`src/hw/rtl/hbp_pkg.sv`:
```
package hbp_pkg;

  // Default table size and longest code accepted on a load
  localparam int SYMBOL_COUNT = 256;
  localparam int MAX_CODE_LEN = 32;
  localparam int CODE_FIELD_BITS = 32;
  localparam int LEN_CAP = (MAX_CODE_LEN < CODE_FIELD_BITS) ? MAX_CODE_LEN : CODE_FIELD_BITS;

  // Bit buffer: seven pending bits plus a full code, top aligned
  localparam int BUF_BITS = 40;
  localparam int TOTAL_W = 6;

  // Depth of the command queue between front and back
  localparam int QUEUE_DEPTH = 4;

  // Opcodes of an input beat
  localparam logic [1:0] OP_LOAD   = 2'd0;
  localparam logic [1:0] OP_ENCODE = 2'd1;
  localparam logic [1:0] OP_FLUSH  = 2'd2;

  // Command kinds passed from front to back
  localparam logic [1:0] CMD_ENCODE = 2'd0;
  localparam logic [1:0] CMD_FLUSH  = 2'd1;
  localparam logic [1:0] CMD_ERROR  = 2'd2;

  typedef struct packed {
    logic [1:0]  opcode;
    logic [7:0]  symbol;
    logic [5:0]  code_len;
    logic [31:0] code_bits;
  } hbp_in_t;

  typedef struct packed {
    logic [7:0] out_byte;
    logic       error_flag;
    logic       last_of_run;
  } hbp_out_t;

  typedef struct packed {
    logic [1:0]  kind;
    logic [5:0]  len;
    logic [31:0] code;
  } hbp_cmd_t;

endpackage

```
`src/hw/rtl/hbp_back.sv`:
```
module hbp_back (
  input  logic              clk,
  input  logic              rst,
  input  hbp_pkg::hbp_cmd_t head,
  input  logic              empty,
  output logic              pop,
  output logic              strobe,
  output hbp_pkg::hbp_out_t result
);

  localparam int BB = hbp_pkg::BUF_BITS;
  localparam int TW = hbp_pkg::TOTAL_W;

  localparam logic ST_IDLE = 1'b0;
  localparam logic ST_EMIT = 1'b1;

  logic          state;
  logic [BB-1:0] bitbuf;
  logic [TW-1:0] total;
  logic [BB-1:0] code_top;
  logic [BB-1:0] merged;
  logic [TW-1:0] merged_total;

  assign pop = (state == ST_IDLE) && !empty;

  // Top-align the code, then slot it in after the pending bits
  assign code_top     = {head.code, 8'b0} << (6'd32 - head.len);
  assign merged       = bitbuf | (code_top >> total);
  assign merged_total = total + head.len;

  always_ff @(posedge clk) begin
    if (rst) begin
      state  <= ST_IDLE;
      strobe <= 1'b0;
      bitbuf <= '0;
      total  <= '0;
    end else begin
      strobe <= 1'b0;
      unique case (state)
        ST_IDLE: begin
          if (pop) begin
            unique case (head.kind)
              hbp_pkg::CMD_ENCODE: begin
                if (merged_total >= TW'(8)) begin
                  strobe             <= 1'b1;
                  result.out_byte    <= merged[BB-1 -: 8];
                  result.error_flag  <= 1'b0;
                  result.last_of_run <= merged_total < TW'(16);
                  bitbuf             <= merged << 8;
                  total              <= merged_total - TW'(8);
                  if (merged_total >= TW'(16)) begin
                    state <= ST_EMIT;
                  end
                end else begin
                  bitbuf <= merged;
                  total  <= merged_total;
                end
              end
              hbp_pkg::CMD_FLUSH: begin
                if (total != '0) begin
                  strobe             <= 1'b1;
                  result.out_byte    <= bitbuf[BB-1 -: 8];
                  result.error_flag  <= 1'b0;
                  result.last_of_run <= 1'b1;
                  bitbuf             <= '0;
                  total              <= '0;
                end
              end
              hbp_pkg::CMD_ERROR: begin
                strobe             <= 1'b1;
                result.out_byte    <= 8'd0;
                result.error_flag  <= 1'b1;
                result.last_of_run <= 1'b1;
              end
              default: begin
              end
            endcase
          end
        end
        ST_EMIT: begin
          // One full byte per cycle until fewer than eight remain
          strobe             <= 1'b1;
          result.out_byte    <= bitbuf[BB-1 -: 8];
          result.error_flag  <= 1'b0;
          result.last_of_run <= total < TW'(16);
          bitbuf             <= bitbuf << 8;
          total              <= total - TW'(8);
          if (total < TW'(16)) begin
            state <= ST_IDLE;
          end
        end
        default: begin
          state <= ST_IDLE;
        end
      endcase
    end
  end

endmodule

```
`config.mk`:
```
export PLATFORM = sky130hd
export DESIGN_NAME = hbp_back
export DESIGN_NICKNAME = d
export VERILOG_FILES = /design/src/hw/rtl/hbp_pkg.sv /design/src/hw/rtl/hbp_back.sv
export SDC_FILE = /design/constraint.sdc
export NUM_CORES = 1
export LEC_CHECK = 0
export BUFFER_PORTS_ARGS = -buffer_cell sky130_fd_sc_hd__buf_2
export CELL_PAD_IN_SITES_DETAIL_PLACEMENT = 1
export CELL_PAD_IN_SITES_GLOBAL_PLACEMENT = 2
export CORE_ASPECT_RATIO = 1.4
export CORE_MARGIN = 2
export CORE_UTILIZATION = 41
export CTS_BUF_LIST = sky130_fd_sc_hd__clkbuf_16
export CTS_CLUSTER_SIZE = 12
export DETAILED_ROUTE_END_ITERATION = 16
export PLACE_DENSITY_LB_ADDON = 0.1
export SLEW_MARGIN = 30
export SYNTH_ARGS = -nofsm -noshare
export SYNTH_HDL_FRONTEND = slang
export SYNTH_SLANG_ARGS = --single-unit
```
`constraint.sdc`:
```
create_clock -name clk -period 7.7 [get_ports clk]
set_input_delay 0.77 -clock clk [delete_from_list [all_inputs] [get_ports clk]]
set_output_delay 0.77 -clock clk [all_outputs]
set_load 0.05 [all_outputs]
```
Yosys cells after proc, flatten, opt, wreduce, memory -nomap -nowiden. Cells that the tools add are included.

Add/subtract/negate cells: 4. Magnitude comparators: 4. Equality and inequality tests: 7. Shift-type cells: 2. Mux-type cells: 26. Bitwise logic cells: 3. Reduce and logical (&&, ||, !) cells: 6.

Operators by type and width (count): case mux 40 bit (2 select lines) (2); two-way mux 40 bit (3); OR 40 bit (1); left shift 40 x 6 -> 40 bit (1); right shift 40 x 6 -> 40 bit (1); two-way mux 10 bit (3); case mux 10 bit (3 select lines) (1); case mux 6 bit (2 select lines) (2); case mux 10 bit (2 select lines) (1); two-way mux 6 bit (3); < comparator 6 x 5 -> 1 bit, second input constant (2); subtractor 6 x 4 -> 6 bit, second input constant (2); two-way mux 1 bit (8); adder 6 bit (1); >= comparator 6 x 4 -> 1 bit, second input constant (1); >= comparator 6 x 5 -> 1 bit, second input constant (1); inequality test 3 bit, second input constant (2); nonzero test 6 bit (1); subtractor 6 bit, first input constant (1); AND reduction 5 bit (1); inequality test 4 x 1 -> 1 bit, second input constant (1); case mux 1 bit (2 select lines) (2); inequality test 3 x 1 -> 1 bit, second input constant (1); case mux 1 bit (3 select lines) (1); 8 further kinds (9).

Register bits after elaboration: 58. Input bits: 43. Output and inout bits: 12. Word-level logic and storage cells: 59.

Longest topological paths before layout.
Word-level depth: 8. Depth in mapped cells: 20. Mapped depth without buffers: 17.

Worst setup path after synthesis. OpenSTA, ideal clock, no wires.

Path kind: input port to flip-flop. Start: input head[32] (netlist bit). End: register bitbuf[14]. Setup time: 0.128 ns. Arrival: 4.413 ns. Required time: 7.572 ns. Path slack: 3.159 ns. Stages: 19. Buffers on the path: 7. Cells stage by stage: buf_6 buf_6 buf_8 buf_6 inv_1 ha_1 buf_2 buf_4 clkbuf_1 mux4_2 o211ai_1 o211ai_1 mux2_2 a221oi_2 mux2i_1 a221o_1 a221o_1 a31oi_1 o21ai_1.

Cells in the longest elaborated chain, start to end: 8. Elaborated cells between the ends (all ways): 10. Classes of those cells: 2 x add/sub; 1 x order compare; 2 x shift; 4 x mux; 1 x bitwise.

Ends and longest elaborated chain: from (decl) (RTL line hbp_back.sv:4) `input hbp_pkg::hbp_cmd_t head,`; subtractor 6 bit (RTL line hbp_back.sv:27) `assign code_top = {head.code, 8'b0} << (6'd32 - head.len);`; left shift 40 x 6 -> 40 bit (RTL line hbp_back.sv:27); right shift 40 x 6 -> 40 bit (RTL line hbp_back.sv:28) `assign merged = bitbuf | (code_top >> total);`; OR 40 bit (RTL line hbp_back.sv:28); two-way mux 40 bit (*) (RTL line hbp_back.sv:44) `if (merged_total >= TW'(8)) begin`; case mux 40 bit (2 select lines) (*) (RTL line hbp_back.sv:42) `unique case (head.kind)`; two-way mux 40 bit (*) (RTL line hbp_back.sv:41) `if (pop) begin`; case mux 40 bit (2 select lines) (*) (RTL line hbp_back.sv:39) `unique case (state)`; to (signal assigned) (RTL line hbp_back.sv:49) `bitbuf <= merged << 8;`; to (signal assigned) (RTL line hbp_back.sv:55) `bitbuf <= merged;`; to (signal assigned) (RTL line hbp_back.sv:86) `bitbuf <= bitbuf << 8;`; to (decl) (RTL line hbp_back.sv:18) `logic [BB-1:0] bitbuf;`.

Every way passes the cells marked *; elsewhere a longest branch is shown, timed or not. The select of a mux whose other input is x is not followed. A chain may end at the register's enable or synchronous reset.

Worst setup path after layout.
Start: input head[33] (netlist bit). End: register bitbuf[22].

The elaborated chain is that of the path after synthesis.

==> key figures <==
STA
  – Final period utilization: ~67%
  – Layout Skew: approximately 0.006 ns
  – Max Clk Rate: between 150 and 200 MHz
  – Worst hold slack: about 0.48 ns
  – Setup Viol. Count Final: 0
  – Final WS setup: 2.54 ns
  – RSZ-0062 raised after global routing: no
  – Final min period: ~5.2 ns
  – Slew Viols, Final: 0
  – Slew Limit Headroom: between 20 and 25%
  – Final Hold Viols: 0
  – Post-route setup TNS: 0 ns
  – Worst slew pin tran: between 1 and 1.5 ns

Drt
  – Antenna Nets Post-Route: 0
  – DR DRC count: 0
  – Drt total wl: between 40000 and 50000 um
  – Vias: 10396
  – Drt via density: between 7 and 8
  – First-pass DRT Iterations: 5
  – Iter 0 DRT Violations: between 700 and 800
  – Average wire per standard cell: between 20 and 30 um

Outcome
  – Status: complete, no violations

Floorplanning
  – Row count: 64
  – CORE AREA: around 0.022 mm2
  – Die footprint: roughly 0.023 mm2
  – IO Count: 55
  – Vert. Die Dim: between 150 and 200 um
  – Die Wd: 130 um
  – Starting density of the core: 41.5%

Flow run
  – Max Cap Violations: 0

Layout
  – N_diodes: 0
  – Final net count: about 1200
  – Area growth from synthesis to layout: 6.88%
  – Fin util: approximately 44%
  – Final instance area: 0.00967 mm2
  – Number of fill cells: 2769
  – Layout cells sized above 1: 19.0%

Yosys
  – FF+latch count, synth: 58
  – Count of cell types in the netlist: 114
  – Sequential fraction of the synthesis area: around 14%
  – Mapped Cells: approximately 1200
  – Mean Syn Cell Area: 7.80 um2
  – Top post-synthesis cells by area: dfxtp_1 (11%), mux4_2 (8.2%), mux2i_1 (5.2%)
  – Synth top cells by count: nor2_1 (114), nand2_1 (93), a21oi_1 (90)
  – Post-synth EDFFs: 10
  – Primary FF master, synth: dfxtp_1
  – Post-synthesis net count: 1217
  – Mapped Area: approximately 0.009 mm2
  – Warnings, synthesis: 0
  – Yosys top cell by area: dfxtp_1
  – Yosys top cell area share: a little over a tenth
  – Post-synth ARST share: 0%
  – Top-count cell post-synth: nor2_1

Power
  – Leak pwr: roughly 3.5 nW
  – Flop pwr share: 21.0%
  – Psw: ~850 uW
  – PD cells: between 150 and 200 mW/mm2
  – Worst vdd ir: around 0.00015 V
  – P_int: roughly 900 uW
  – Combinational share of power: 56.8%
  – Share of total power in the clock network: about 22%
  – Sw Ratio: 48.3%

Clocking
  – Total CTS buffers: 9
  – Worst-Skew Late Latency: roughly 0.34 ns
  – CTS tree: yes
  – Hold_buf cts: 0
  – Post-CTS setup buffer count: 0
  – Max H-tree Level: 3
  – Post-CTS Resized: 0
  – Clock Path Buffers: 2
  – Sink Count: 58
  – Clock root buffer: clkbuf_16
  – Worst-path clk slew: about 0.050 ns

Setup path
  – Worst endpoint data arrival time: approximately 5.4 ns
  – WS Path Type: in2reg
  – R2R depth: 14
  – R2R Setup Slk: 3.38 ns
  – Worst Setup End Kind: register
  – Critical path data required time: between 7 and 8 ns
  – Critical Path Fanout Max: 17
  – RR Startpoint: total[1]
  – R2r endpoint: bitbuf[15]
  – Crit path launch type: input port

Worst hold path
  – Worst hold endpoint: bitbuf[3]
  – Hold Path Depth: 2
  – Hold Path Class: reg2reg
  – Worst hold start: bitbuf[3]

Place
  – IO buf count: 54
  – HPWL Detailed: ~33000 um
  – Placer Congestion: approximately 0.98
  – Placed Area: 0.00938 mm2
  – Pre-CTS WS: 2.40 ns

Global route
  – Vias in the first global route: 10348
  – First-pass GRT wire length: 64700 um
  – Largest net degree at the start of global routing: just over 50
  – Total GRT Usage: 36.5%
  – GRT Residual Overflow: 0
  – Initial antenna violation count: 1
## worst max-delay path, stage by stage
cell      delay (ns)
buf_2           0.20
inv_1           0.15
ha_2            0.48
nor2b_1         0.45
nand4_1         0.58
nand2_1         0.68
a21oi_1         0.15
a32oi_2         0.26
o22ai_1         0.13
a211oi_1        0.90
a221o_1         0.34
a221oi_2        0.08
a211oi_2        0.23
## how the worst max path moves through the flow
stage / from / endpoint / slack (ns) / cells after the start
2_1_floorplan: head[32] / bitbuf[14] / 3.16 / 19
3_3_place_gp: head[33] / bitbuf[5] / 2.44 / 14
3_5_place_dp: head[33] / bitbuf[11] / 2.40 / 14
4_1_cts: head[33] / bitbuf[11] / 2.76 / 14
5_1_grt: head[33] / bitbuf[30] / 2.40 / 14
6_report: head[33] / bitbuf[22] / 2.54 / 13
## power groups by stage
| stage | Combinational [mW] | Sequential (mW) | Clock [mW] |
|---|---|---|---|
| after global routing | 1.06 | 0.374 | 0.411 |
| after detailed placement | 0.973 | 0.376 | 0 |
| final | 1.00 | 0.370 | 0.392 |
| after global placement | 0.968 | 0.375 | 0 |
| after CTS | 0.980 | 0.370 | 0.400 |
| after floorplan | 0.658 | 0.381 | 0 |
## state kept, by name (all words and copies together) (netlist names)
name    count
strobe      1
total       6
result     10
state       1
bitbuf     40
## cell families after synthesis
family | count (synthesis) | share of synthesized area, %
compound gates | 460 | 37.6
simple gates | 394 | 21.7
buf+inv | 121 | 6.81
mux | 106 | 16.8
flops | 58 | 13.9
fa+ha+maj | 14 | 2.02
xor+xnor | 7 | 1.09
## cells in the final DEF (no fill, tap or decap), drive strengths merged, types with 25 or more instances in the layout
| master | synthesis | layout |
|---|---|---|
| a211oi | 25 | 25 |
| nor2 | 115 | 115 |
| buf | 53 | 80 |
| a21oi | 90 | 90 |
| dfxtp | 48 | 48 |
| nor3 | 42 | 42 |
| nand3 | 47 | 47 |
| o21ai | 91 | 91 |
| mux4 | 33 | 33 |
| mux2i | 48 | 48 |
| nand2 | 94 | 94 |
| mux2 | 25 | 25 |
## stage by stage
step           power [mW]  instances
2_1_floorplan        1.04       1160
3_3_place_gp         1.34       1439
3_5_place_dp         1.35       1439
4_1_cts              1.75       1455
5_1_grt              1.85       1455
6_report             1.77       1455
## layer usage
metal  global-route usage [%]  up-vias  wire length, um  share of wire (%)
li1                         -     4567                -                  -
met1                     40.0     5169            15600                 36
met2                     61.4      461            20700                 48
met3                     5.57      197             2320                5.4
met4                     29.3        2             4150                9.7
met5                        0        -               12              0.028
## area by class of cell
| cell class | instances | area [um2] | share of cell area [%] |
|---|---|---|---|
| clock buffers | 9 | 225 | 2.33 |
| flip-flops and latches | 58 | 1260 | 13.1 |
| multi-input cells | 981 | 7200 | 74.4 |
| repair buffers | 80 | 468 | 4.84 |
| clock inverters | 7 | 53.8 | 0.557 |
| well taps | 297 | 372 | 3.84 |
| inverters | 23 | 86.3 | 0.893 |
No activity file was read; power rests on OpenSTA's default activity.
