==> src/hw/rtl/hbp_pkg.sv <==
package hbp_pkg;

  // Default table size and longest code accepted on a load
  localparam int SYMBOL_COUNT = 256;
  localparam int MAX_CODE_LEN = 32;
  localparam int CODE_FIELD_BITS = 32;
  localparam int LEN_CAP = (MAX_CODE_LEN < CODE_FIELD_BITS) ? MAX_CODE_LEN : CODE_FIELD_BITS;

  // Bit buffer: seven pending bits plus a full code, top aligned
  localparam int BUF_BITS = 40;
  localparam int TOTAL_W = 6;

  // Depth of the command queue between front and back
  localparam int QUEUE_DEPTH = 4;

  // Opcodes of an input beat
  localparam logic [1:0] OP_LOAD   = 2'd0;
  localparam logic [1:0] OP_ENCODE = 2'd1;
  localparam logic [1:0] OP_FLUSH  = 2'd2;

  // Command kinds passed from front to back
  localparam logic [1:0] CMD_ENCODE = 2'd0;
  localparam logic [1:0] CMD_FLUSH  = 2'd1;
  localparam logic [1:0] CMD_ERROR  = 2'd2;

  typedef struct packed {
    logic [1:0]  opcode;
    logic [7:0]  symbol;
    logic [5:0]  code_len;
    logic [31:0] code_bits;
  } hbp_in_t;

  typedef struct packed {
    logic [7:0] out_byte;
    logic       error_flag;
    logic       last_of_run;
  } hbp_out_t;

  typedef struct packed {
    logic [1:0]  kind;
    logic [5:0]  len;
    logic [31:0] code;
  } hbp_cmd_t;

endpackage

==> src/hw/rtl/hbp_queue.sv <==
module hbp_queue #(
  parameter int DEPTH = hbp_pkg::QUEUE_DEPTH
) (
  input  logic                        clk,
  input  logic                        rst,
  input  logic                        push,
  input  hbp_pkg::hbp_cmd_t           push_cmd,
  input  logic                        pop,
  output hbp_pkg::hbp_cmd_t           head,
  output logic                        empty,
  output logic [$clog2(DEPTH+1)-1:0]  count
);

  localparam int PW = (DEPTH > 1) ? $clog2(DEPTH) : 1;
  localparam int CW = $clog2(DEPTH+1);

  hbp_pkg::hbp_cmd_t slots [DEPTH];
  logic [PW-1:0]     wr_ptr;
  logic [PW-1:0]     rd_ptr;
  logic              do_pop;

  assign empty  = count == '0;
  assign head   = slots[rd_ptr];
  assign do_pop = pop && !empty;

  // Entry storage
  always_ff @(posedge clk) begin
    if (push) begin
      slots[wr_ptr] <= push_cmd;
    end
  end

  // Pointers and fill count
  always_ff @(posedge clk) begin
    if (rst) begin
      wr_ptr <= '0;
      rd_ptr <= '0;
      count  <= '0;
    end else begin
      if (push) begin
        wr_ptr <= (wr_ptr == PW'(DEPTH-1)) ? '0 : wr_ptr + 1'b1;
      end
      if (do_pop) begin
        rd_ptr <= (rd_ptr == PW'(DEPTH-1)) ? '0 : rd_ptr + 1'b1;
      end
      if (push && !do_pop) begin
        count <= count + CW'(1);
      end else if (do_pop && !push) begin
        count <= count - CW'(1);
      end
    end
  end

endmodule

==> config.mk <==
export PLATFORM = sky130hd
export DESIGN_NAME = hbp_queue
export DESIGN_NICKNAME = d
export VERILOG_FILES = /design/src/hw/rtl/hbp_pkg.sv /design/src/hw/rtl/hbp_queue.sv
export SDC_FILE = /design/constraint.sdc
export NUM_CORES = 1
export LEC_CHECK = 0
export BUFFER_PORTS_ARGS = -buffer_cell sky130_fd_sc_hd__buf_4
export CAP_MARGIN = 5
export CORE_AREA = 8 8 120 122
export DETAILED_ROUTE_END_ITERATION = 10
export DIE_AREA = 0 0 128 130
export MAX_ROUTING_LAYER = met4
export PLACE_DENSITY = 0.74
export SETUP_SLACK_MARGIN = 0.15
export SLEW_MARGIN = 20
export SYNTH_ARGS = -nofsm -noshare
export SYNTH_HDL_FRONTEND = slang
export SYNTH_SLANG_ARGS = --single-unit
==> constraint.sdc <==
create_clock -name clk -period 1.77 [get_ports clk]
set_input_delay 0.177 -clock clk [delete_from_list [all_inputs] [get_ports clk]]
set_output_delay 0.177 -clock clk [all_outputs]
set_load 0.02 [all_outputs]
# --- After elaboration in Yosys (flattened, before gate mapping) ---
# Memory sizes are Yosys's and may differ from the RTL's. A register that Yosys moved wholly into a read port is not among the register bits.
# Index checks and enable logic that the tools add are counted.
classes:
  add_sub_neg: 4
  eq_ne: 2
  reduce_logical: 8
  mul: 0
  n_lt_le_gt_ge: 0
  shifts: 0
  bitwise: 0
  muxes: 8
  div_mod_pow: 0
ops:
  columns: ["operator", "count"]
  rows:
  - ["2-bit two-way mux", 4]
  - ["3-bit two-way mux", 2]
  - ["2-bit by 1-bit adder with 2-bit output (second input constant)", 2]
  - ["2-bit == test (second input constant)", 2]
  - ["3-bit by 1-bit adder with 3-bit output (second input constant)", 1]
  - ["1-bit logical AND", 3]
  - ["1-bit zero test", 3]
  - ["3-bit zero test", 1]
  - ["3-bit by 1-bit subtractor with 3-bit output (second input constant)", 1]
  - ["1-bit two-way mux", 2]
  - ["2-bit nonzero test", 1]
word_totals:
  n_memories: 1
  ramBits: 160
  regBits: 7
  mem_bits_ro: 0
  latchBits: 0
  out_inout_bits: 44
memory_table:
  columns: ["name", "depth", "word_bits", "rd", "rd_ports_with_merged_regs", "write_ports", "line", "text"]
  rows:
  - ["slots", 4, 40, 1, 1, 1, "hbp_queue.sv:17", "hbp_pkg::hbp_cmd_t slots [DEPTH];"]

# --- Logic depth before layout (Yosys ltp) ---
# Gate-level depths: netlist of run 1.
logic_depth:
  ltp_word: 6
  mapped_depth: 7

# --- Least setup slack after synthesis of run 1 ---
# No wires, ideal clock.
synth_path:
  kind: "reg2reg"
  start: "reg count[0]"
  end: "reg count[2]"
  setup_slack_ps: -244
  arrival_ps: 1944
  n_path_buf: 0
  period_less_slack_ps: 2014
  stages_incl_launch_ff: 8
  setup_ps: 70
  path_cell_list: "dfxtp_1 o31ai_4 ha_1 inv_1 fa_1 xor2_1 or3_1 a21oi_1"
synth_between:
  elab_chain_len: 6
  elab_cells_between_ends: 11
  cone_classes: "add/sub: 2; mux: 2; reduce/logical: 7"
synth_lines:
  columns: ["item", "line", "text"]
  rows:
  - ["start, declared", "hbp_queue.sv:11", "output logic [$clog2(DEPTH+1)-1:0] count"]
  - ["start signal, assigned", "hbp_queue.sv:47", "count <= count + CW'(1);"]
  - ["start signal, assigned", "hbp_queue.sv:49", "count <= count - CW'(1);"]
  - ["parallel branches: the longest is 6 deep, another holds 3-bit by 1-bit subtractor with 3-bit output", null, null]
# Several ways; the timed one is not identified. The select of a mux whose other input is x is not followed.
# A chain may end at the register's enable or synchronous reset.

==> results.sh, run 1 <==
export IMPL_status="finished with violations"
export IMPL_violations="negative setup slack"
export IMPL_layout_nets=465
export IMPL_grt_max_degree=22
export IMPL_slowest_delay_ns=0.54
export IMPL_cp_required_ns=1.59
export IMPL_synth_edf_count=160
export IMPL_tightestPinTransition_ns=0.377
export IMPL_io_pins=88
export IMPL_dieHeight_um=130
export IMPL_synth_common_cells="160 x edfxtp_1, 40 x mux4_2, 9 x dfxtp_1, 6 x ha_1, 5 x nor2_1"
export IMPL_r2r_end="count[2]"
export IMPL_crit_end="head[24]"
export IMPL_synth_nets=304
export IMPL_vias=3049
export IMPL_setup_tns_ns=-3.86
export IMPL_die_x_um=128
export IMPL_timing_final_ws_setup_ns=-0.128
export IMPL_synthMuxAreaShare_pct=14.9
export IMPL_cts_root_buf="clkbuf_16"
export IMPL_slew_limit_headroom_pct=74.9
export IMPL_synth_simple_area_share_pct=1.16
export IMPL_tritoncts="built"
export IMPL_synth_xor_area_share_pct=0.279
export IMPL_async_flop_share_pct=0
export IMPL_synth_most_common_cell="edfxtp_1"
export IMPL_maxCapViolations=0
export IMPL_wirelength_um=11500
export IMPL_clk_pin_slew_ns=0.05
export IMPL_slowest_stage="mux4_2"
export IMPL_max_freq_mhz=527
export IMPL_antenna_found_initial=0
export IMPL_ir_drop_v=0.000828
export IMPL_rr_startpoint="count[2]"
export IMPL_finalSetupViolCount=41
export IMPL_rsz0062_at_grt="true"
export IMPL_area_growth_pct=34.6
export IMPL_diodes=0
export IMPL_h_tree_depth=4
export IMPL_viasPerCell=5.10
export IMPL_synth_top_flop_cell="edfxtp_1"
export IMPL_fin_worst_skew_ns=0.00647
export IMPL_synthAdderAreaFrac_pct=1.52
export IMPL_min_period_ns=1.90
export IMPL_post_route_drc_count=0
export IMPL_gp_congestion=0.679
export IMPL_ys_seq_area_share_pct=79.5
export IMPL_cp_num_cells=3
export IMPL_netlist_area_leader_share_pct=76.6
export IMPL_syn_avg_cell_area_um2=24.8
export IMPL_port_buffers=87
export IMPL_dieArea_um2=16600
export IMPL_syn_cell_area_um2=6270
export IMPL_grt_pass1_wl_um=18300
export IMPL_synth_seq_cells=169
export IMPL_endpoint_kind="output pin"
export IMPL_slew_viol_final=0
export IMPL_path_max_fanout=13
export IMPL_drive_above_1_share_pct=44.1
export IMPL_core_area_um2=12400
export IMPL_initial_utilization_pct=50.5
export IMPL_track_usage_pct=15.6
export IMPL_critPathKind="flop to output pin"
export IMPL_fin_crit_sh_pct=107
export IMPL_clk_latency_ns=0.42
export IMPL_crit_chain="buf_12, mux4_2, buf_6"
export IMPL_drt_first_pass_iters=4
export IMPL_final_util_pct=68.0
export IMPL_syn_instance_count=253
export IMPL_clockBufferDepth=2
export IMPL_drtIter0Drc=216
export IMPL_cts_sinks=169
export IMPL_grt_overflow=0
export IMPL_leakagePower_uw=0.00295
export IMPL_critPathArrivalTime_ns=1.72
export IMPL_ys_warn_count=0
export IMPL_min_path_type="primary input to flop"
export IMPL_path_delay_family="multiplexers"
export IMPL_synth_distinct_cells=20
export IMPL_hold_violations=0
export IMPL_wl_per_cell_um=19.3
export IMPL_yosysTopAreaCell="edfxtp_1"
export IMPL_rows=41
export IMPL_ff2ff_setup_slack_ns=-0.09
export IMPL_numCtsBuffers=17
export IMPL_dp_hpwl_um=7180
export IMPL_synth_top_family_by_area="multiplexers"
export IMPL_grt_pass1_vias=3493
export IMPL_synth_top_cells_by_area="edfxtp_1 77%, mux4_2 14%, dfxtp_1 2.9%"
export IMPL_p_per_area_nw_per_um2=1310
export IMPL_synth_compound_area_share_pct=0.659
export IMPL_r2r_cells=7
export IMPL_critPathLaunchType="flop"
export IMPL_ant_nets=0
export IMPL_critPathBufInv=2
## worst min path at each step
stage          slack (ns)   startpoint  cells past startpoint           to
5_1_grt              0.14         push                      3    wr_ptr[1]
3_5_place_dp         0.38  push_cmd[7]                      1  slots[0][7]
4_1_cts              0.06         push                      3    wr_ptr[1]
2_1_floorplan        0.24          rst                      1     count[1]
3_3_place_gp         0.38  push_cmd[6]                      1  slots[1][6]
6_report             0.09         push                      3    wr_ptr[1]
## worst register-to-register path, stage by stage, from the launching register on
cell     delay (ns)
dfxtp_2        0.34
o31ai_4        0.25
ha_2           0.22
inv_2          0.04
fa_2           0.33
xor2_1         0.17
or3_1          0.32
a21oi_2        0.13
## layout by cell type (no fill, tap or decap), types with 4 or more instances in the layout
cell	synthesis	routed
buf_12	4	8
edfxtp_1	160	160
dfxtp_1	9	4
clkinv_1	0	4
buf_6	1	36
clkbuf_16	0	17
ha_1	6	5
dlygate4sd3_1	0	41
mux4_2	40	40
nor2_1	5	5
buf_4	0	66
## layout make-up
type                            count  area (um^2)
Clock buffer                       20          437
Inverter                            4         15.0
Clock inverter                     11          130
Multi-Input combinational cell     71         1170
Sequential cell                   169         5000
Timing Repair Buffer              151         1470
Tap cell                          172          215
Fill cell                         827         3980
## report_power, final
group          total, uW  switching, uW  leakage (uW)  internal (uW)
Combinational       2840           1310       0.00113           1530
Sequential          4700            101       0.00155           4600
Clock               3510           1330      0.000270           2180
## metrics by stage
stage / area (um^2) / hold slack (ns) / total power, uW / setup WS (ns) / instances
floorplan: 6280 / 0.240 / 6370 / -0.137 / 253
global placement: 7300 / 0.375 / 7270 / -0.0286 / 523
detailed placement: 7300 / 0.381 / 7320 / -0.117 / 523
CTS: 8430 / 0.0613 / 11200 / -0.180 / 597
global route: 8440 / 0.136 / 11500 / -0.202 / 598
finish: 8440 / 0.0938 / 11100 / -0.128 / 598
## logic make-up (layout without fill, tap and decap cells)
family / count (synthesis) / in the layout
flip-flops: 169 / 169
multiplexers: 43 / 43
AND/OR/NAND/NOR: 14 / 14
buffers and inverters: 13 / 186
adder cells (fa/ha/maj): 7 / 7
AO/OA/AOI/OAI: 5 / 5
XOR/XNOR: 2 / 2
## layer usage
| layer | GRT usage (%) | share of wire (%) | wire [um] | up-vias |
|---|---|---|---|---|
| met1 | 17.4 | 42 | 4850 | 1562 |
| li1 | - | - | - | 1384 |
| met2 | 25.9 | 52 | 6010 | 82 |
| met4 | 7.34 | 1.9 | 216 | 0 |
| met3 | 4.28 | 4.1 | 476 | 21 |
| met5 | - | 0 | 0 | - |
## state kept, by name, indices dropped and copies added, names as in the netlist, named ones only
signal,count
count,3
rd_ptr,2
slots,160
wr_ptr,2
## what timing repair did
action	in CTS	in global routing
setup buffers	2	1
pin swaps	3	1
endpoints found under the hold margin	169	0
hold buffers	41	0
gates resized for setup	38	1
endpoints found under the setup margin	41	70
No activity file was read; power rests on OpenSTA's default activity.
==> inputs of run 2 (changes only) <==
--- a/config.mk
+++ b/config.mk
@@ -17,3 +17,4 @@
 export SYNTH_ARGS = -nofsm -noshare
 export SYNTH_HDL_FRONTEND = slang
 export SYNTH_SLANG_ARGS = --single-unit
+export TNS_END_PERCENT = 30
==> run 2 against run 1 <==
Compared with the run above:
- the flow still finishes with violations (negative setup slack)
- global-route usage up 0.36 points
- clock skew down 0.00093 ns
- fmax down 0.22%
- die area unchanged
- cell area up 0.18%
- critical path type unchanged
- clock power about the same
- worst setup slack worse by 0.0043 ns
- critical path depth unchanged
- wire length up 3.3%
- largest cell class unchanged
- critical endpoint is now head[18]
==> results.sh, run 2 (synthesized netlist as in run 1, its figures left out) <==
export IMPL_maxCapViolations=0
export IMPL_holdWs_ns=0.108
export IMPL_r2r_end="count[2]"
export IMPL_slew_viol_final=0
export IMPL_viasPerCell=5.11
export IMPL_dieHeight_um=130
export IMPL_io_pins=88
export IMPL_antenna_found_initial=0
export IMPL_tightestPinTransition_ns=0.409
export IMPL_grt_pass1_vias=3470
export IMPL_path_max_fanout=13
export IMPL_critPathKind="flop to output pin"
export IMPL_p_per_area_nw_per_um2=1320
export IMPL_dieArea_um2=16600
export IMPL_r2r_cells=7
export IMPL_dp_hpwl_um=7270
export IMPL_fin_worst_skew_ns=0.00554
export IMPL_cts_sinks=169
export IMPL_final_cell_area_um2=8450
export IMPL_port_buffers=87
export IMPL_vias=3047
export IMPL_initial_utilization_pct=50.5
export IMPL_grt_pass1_wl_um=18900
export IMPL_rows=41
export IMPL_largest_register="slots"
export IMPL_area_growth_pct=34.8
export IMPL_ir_drop_v=0.000812
export IMPL_status="finished with violations"
export IMPL_fin_crit_sh_pct=107
export IMPL_drt_first_pass_iters=4
export IMPL_largestRegisters="slots (160), count (3)"
export IMPL_layout_nets=462
export IMPL_ant_nets=0
export IMPL_leakagePower_uw=0.00294
export IMPL_track_usage_pct=16.0
export IMPL_grt_max_degree=29
export IMPL_diodes=0
export IMPL_final_util_pct=68.1
export IMPL_core_area_um2=12400
export IMPL_drive_above_1_share_pct=43.6
export IMPL_gp_congestion=0.725
export IMPL_clockBufferDepth=2
export IMPL_ff2ff_setup_slack_ns=-0.12
export IMPL_numCtsBuffers=17
export IMPL_wirelength_um=11900
export IMPL_tritoncts="built"
export IMPL_finalSetupViolCount=41
export IMPL_rsz0062_at_grt="true"
export IMPL_clk_latency_ns=0.42
export IMPL_timing_final_ws_setup_ns=-0.133
export IMPL_cts_root_buf="clkbuf_16"
export IMPL_layout_common_cells="160 x edfxtp_1, 57 x buf_4, 41 x dlygate4sd3_1, 41 x buf_6, 40 x mux4_2"
export IMPL_min_period_ns=1.90
export IMPL_rr_startpoint="count[1]"
export IMPL_hold_depth=3
export IMPL_endpoint_kind="output pin"
export IMPL_hold_violations=0
export IMPL_cp_required_ns=1.59
export IMPL_critPathArrivalTime_ns=1.73
export IMPL_post_route_drc_count=0
export IMPL_min_delay_start="push"
export IMPL_max_freq_mhz=526
export IMPL_fillerInstances=816
export IMPL_place_area_um2=7290
export IMPL_wl_per_cell_um=20.0
export IMPL_critPathLaunchType="flop"
export IMPL_drtIter0Drc=172
export IMPL_layout_commonest_cell="edfxtp_1"
export IMPL_min_to="wr_ptr[1]"
export IMPL_multiInputGateArea_um2=1180
export IMPL_die_x_um=128
export IMPL_largest_reg_flops=160
export IMPL_min_path_type="primary input to flop"
export IMPL_clk_pin_slew_ns=0.06
export IMPL_h_tree_depth=4
export IMPL_violations="negative setup slack"
export IMPL_grt_overflow=0
export IMPL_slew_limit_headroom_pct=72.8
export IMPL_register_area_um2=5000
==> run 2: what timing repair did <==
| item | 4_1_cts | 5_1_grt |
|---|---|---|
| gates cloned | 0 | 0 |
| resized for setup | 40 | 7 |
| setup buffers | 3 | 0 |
| pin swaps | 5 | 5 |
| setup endpoints to repair | 69 | 70 |
| endpoints found under the hold margin | 167 | 0 |
| hold buffers | 41 | 0 |
==> run 2: worst max path at each step <==
stage	endpoint	slack, ns	depth (start not counted)
2_1_floorplan	slots[0][0]	-0.14	3
3_3_place_gp	count[2]	-0.03	7
3_5_place_dp	count[2]	-0.19	7
4_1_cts	count[2]	-0.18	7
5_1_grt	count[2]	-0.21	7
6_report	head[18]	-0.13	3
==> run 2: layout make-up <==
type / count / area share [%]
flip-flops and latches: 169 / 59.1
repair buffers: 148 / 17.5
multi-input cells: 71 / 13.9
clock buffers: 19 / 5.12
well taps: 172 / 2.55
clock inverters: 13 / 1.58
inverters: 4 / 0.178
==> run 2: through the flow <==
step                total power, uW  TNS, ns  setup slack (ns)  cells
floorplan                      6370   -10.85            -0.142    253
detailed placement             7320   -0.190            -0.190    520
CTS                           11200    -5.26            -0.175    596
finish                        11100    -3.89            -0.133    596
global placement               7260  -0.0334           -0.0334    520
global route                  11500    -6.57            -0.211    596
==> run 2: critical path: stages (launching register included) <==
cell	delay, ns
dfxtp_4	0.42
buf_12	0.18
mux4_2	0.54
buf_6	0.15
==> run 2: layer usage <==
metal | share of wire, % | track usage [%]
met1 | 43 | 18.2
met2 | 51 | 26.1
met4 | 1.5 | 6.78
met3 | 4.8 | 4.65
met5 | 0 | -
==> run 2: power by group <==
| group | leakage (uW) | total (uW) | switching (uW) | internal (uW) |
|---|---|---|---|---|
| clock network | 0.000273 | 3540 | 1370 | 2170 |
| logic | 0.00112 | 2880 | 1320 | 1560 |
| registers | 0.00155 | 4700 | 101 | 4600 |
==> inputs of run 3 (changes only) <==
--- a/config.mk
+++ b/config.mk
@@ -5,13 +5,14 @@
 export SDC_FILE = /design/constraint.sdc
 export NUM_CORES = 1
 export LEC_CHECK = 0
+export ABC_CLOCK_PERIOD_IN_PS = 1770
 export BUFFER_PORTS_ARGS = -buffer_cell sky130_fd_sc_hd__buf_4
 export CAP_MARGIN = 5
-export CORE_AREA = 8 8 120 122
+export CORE_AREA = 8 8 159 161
 export DETAILED_ROUTE_END_ITERATION = 10
-export DIE_AREA = 0 0 128 130
+export DIE_AREA = 0 0 167 169
 export MAX_ROUTING_LAYER = met4
-export PLACE_DENSITY = 0.74
+export PLACE_DENSITY = 0.46
 export SETUP_SLACK_MARGIN = 0.15
 export SLEW_MARGIN = 20
 export SYNTH_ARGS = -nofsm -noshare
==> run 3 against run 2 <==
Compared with the run above:
- the run still ends with negative setup slack left
- fmax is 2.6% lower
- sequential cell count stayed put
- core utilization is 31 points lower
- via count is 1.3% lower
- sequential power hardly changed
- final cell count is 19% higher
- first-iteration DRC count is 33% lower
- combinational power is 1% lower
==> results.sh, run 3 (synthesized netlist as in run 1, its figures left out) <==
export IMPL_leakagePower_uw=0.00293
export IMPL_fillerInstances=2102
export IMPL_slowest_delay_ns=0.57
export IMPL_fin_cells=711
export IMPL_dp_cells=637
export IMPL_maxCapViolations=0
export IMPL_r2r_end="count[2]"
export IMPL_clk_pin_slew_ns=0.07
export IMPL_vias=3007
export IMPL_p_per_area_nw_per_um2=1310
export IMPL_ff2ff_setup_slack_ns=-0.10
export IMPL_gp_congestion=0.646
export IMPL_clk_latency_ns=0.42
export IMPL_layout_common_cells="160 x edfxtp_1, 58 x buf_4, 41 x dlygate4sd3_1"
export IMPL_rsz0062_at_grt="true"
export IMPL_largest_reg_flops=160
export IMPL_grt_overflow=0
export IMPL_wl_per_cell_um=18.0
export IMPL_violations="negative setup slack"
export IMPL_largestRegisters="slots (160), count (3)"
export IMPL_endpoint_kind="output pin"
export IMPL_timing_final_ws_setup_ns=-0.183
export IMPL_crit_chain="buf_12, mux4_2, buf_6"
export IMPL_dieHeight_um=169
export IMPL_initial_utilization_pct=27.4
export IMPL_clockBufferDepth=2
export IMPL_diodes=0
export IMPL_min_period_ns=1.95
export IMPL_status="finished with violations"
export IMPL_final_cell_area_um2=8550
export IMPL_tightestPinTransition_ns=0.415
export IMPL_critPathArrivalTime_ns=1.78
export IMPL_fin_crit_sh_pct=110
export IMPL_slew_limit_headroom_pct=72.3
export IMPL_min_delay_start="push"
export IMPL_power_frac_seq_pct=42.0
export IMPL_die_x_um=167
export IMPL_ir_drop_v=0.000707
export IMPL_dieArea_um2=28200
export IMPL_slowest_stage="mux4_2"
export IMPL_hold_violations=0
export IMPL_power_frac_comb_pct=25.4
export IMPL_viasPerCell=4.23
export IMPL_hold_depth=3
export IMPL_drive_above_1_share_pct=44.4
export IMPL_post_cts_setup_buffers=0
export IMPL_min_path_type="primary input to flop"
export IMPL_largest_register="slots"
export IMPL_port_buffers=87
export IMPL_rr_startpoint="count[1]"
export IMPL_layout_nets=459
export IMPL_swShare_pct=27.4
export IMPL_ant_nets=0
export IMPL_place_area_um2=7380
export IMPL_max_freq_mhz=512
export IMPL_layout_commonest_cell="edfxtp_1"
export IMPL_area_growth_pct=36.4
export IMPL_min_to="wr_ptr[1]"
export IMPL_p_clk_share_pct=32.6
export IMPL_numCtsBuffers=17
export IMPL_io_pins=88
export IMPL_track_usage_pct=9.78
export IMPL_cts_sinks=169
export IMPL_grt_pass1_vias=3452
export IMPL_p_switching_uw=3060
export IMPL_antenna_found_initial=0
export IMPL_drtIter0Drc=115
export IMPL_critPathLaunchType="flop"
export IMPL_grt_max_degree=41
export IMPL_post_place_ws_ns=-0.110
export IMPL_cts_root_buf="clkbuf_16"
export IMPL_slew_viol_final=0
export IMPL_path_max_fanout=14
export IMPL_tritoncts="built"
export IMPL_p_int_uw=8110
export IMPL_critPathKind="flop to output pin"
export IMPL_post_route_drc_count=0
export IMPL_fin_worst_skew_ns=0.0101
export IMPL_finalSetupViolCount=41
export IMPL_grt_pass1_wl_um=20000
export IMPL_core_area_um2=22900
export IMPL_h_tree_depth=4
export IMPL_cp_required_ns=1.59
export IMPL_wirelength_um=12800
export IMPL_rows=56
export IMPL_drt_first_pass_iters=4
export IMPL_dp_hpwl_um=7840
export IMPL_r2r_cells=7
## run 3: cell types whose count changed in the layout (fill, tap and decap cells not counted), sizes merged
cell,previous run,this run
bufinv,3,1
clkinv,9,2
inv,4,13
clkinvlp,1,3
clkbuf,19,17
buf,107,104
## run 3: final cells by class
type / instances / area (um^2) / share of cell area, %
clock buffer: 17 / 425 / 4.97
clock inverter: 15 / 155 / 1.81
inverter: 4 / 15.0 / 0.176
multi-input combinational: 71 / 1170 / 13.7
sequential: 169 / 4990 / 58.4
tap: 290 / 363 / 4.24
timing repair buffer: 145 / 1430 / 16.7
## run 3: worst max path at each step
stage	end	slack, ns	cells after the start
finish	head[7]	-0.18	3
detailed placement	count[2]	-0.11	7
CTS	head[7]	-0.24	3
floorplan	slots[0][0]	-0.14	3
global route	head[7]	-0.27	3
global placement	count[2]	-0.04	7
## run 3: worst max-delay path, delay by kind of cell, from the launching register on
kind                   cells  cell delay (ns)
DFF                        1             0.43
muxes                      1             0.57
buffers and inverters      2             0.36
## run 3: repair_timing
action	4_1_cts	5_1_grt
hold buffers	41	0
cloned	1	0
setup endpoints to repair	41	42
gates resized for setup	42	0
hold endpoints to repair	169	0
## run 3: stage by stage
stage | setup TNS [ns] | utilization [%] | hold slack, ns | power (uW)
after detailed placement | -0.110 | 32.2 | 0.381 | 7310
after global placement | -0.0422 | 32.2 | 0.377 | 7280
after floorplan | -10.85 | - | 0.240 | 6370
after global routing | -9.24 | 37.3 | 0.0978 | 11700
final | -5.42 | 37.3 | 0.0771 | 11200
after CTS | -8.00 | 37.3 | 0.0617 | 11400
## run 3: power by group through the flow
stage	logic (uW)	clock network [uW]	registers (uW)
CTS	2940	3750	4700
detailed placement	2550	0	4760
global route	3060	3900	4710
floorplan	1590	0	4780
global placement	2530	0	4750
finish	2840	3640	4690
## run 3: per-layer routing
metal  track usage, %  vias up  part of all wire [%]  routed length [um]
li1                 -     1375                     -                   -
met1             11.4     1557                    44                5680
met2             15.9       65                    51                6500
met3             3.24       10                   3.8                 487
met4             3.06        0                  0.97                 124
met5                -        -                     0                   0
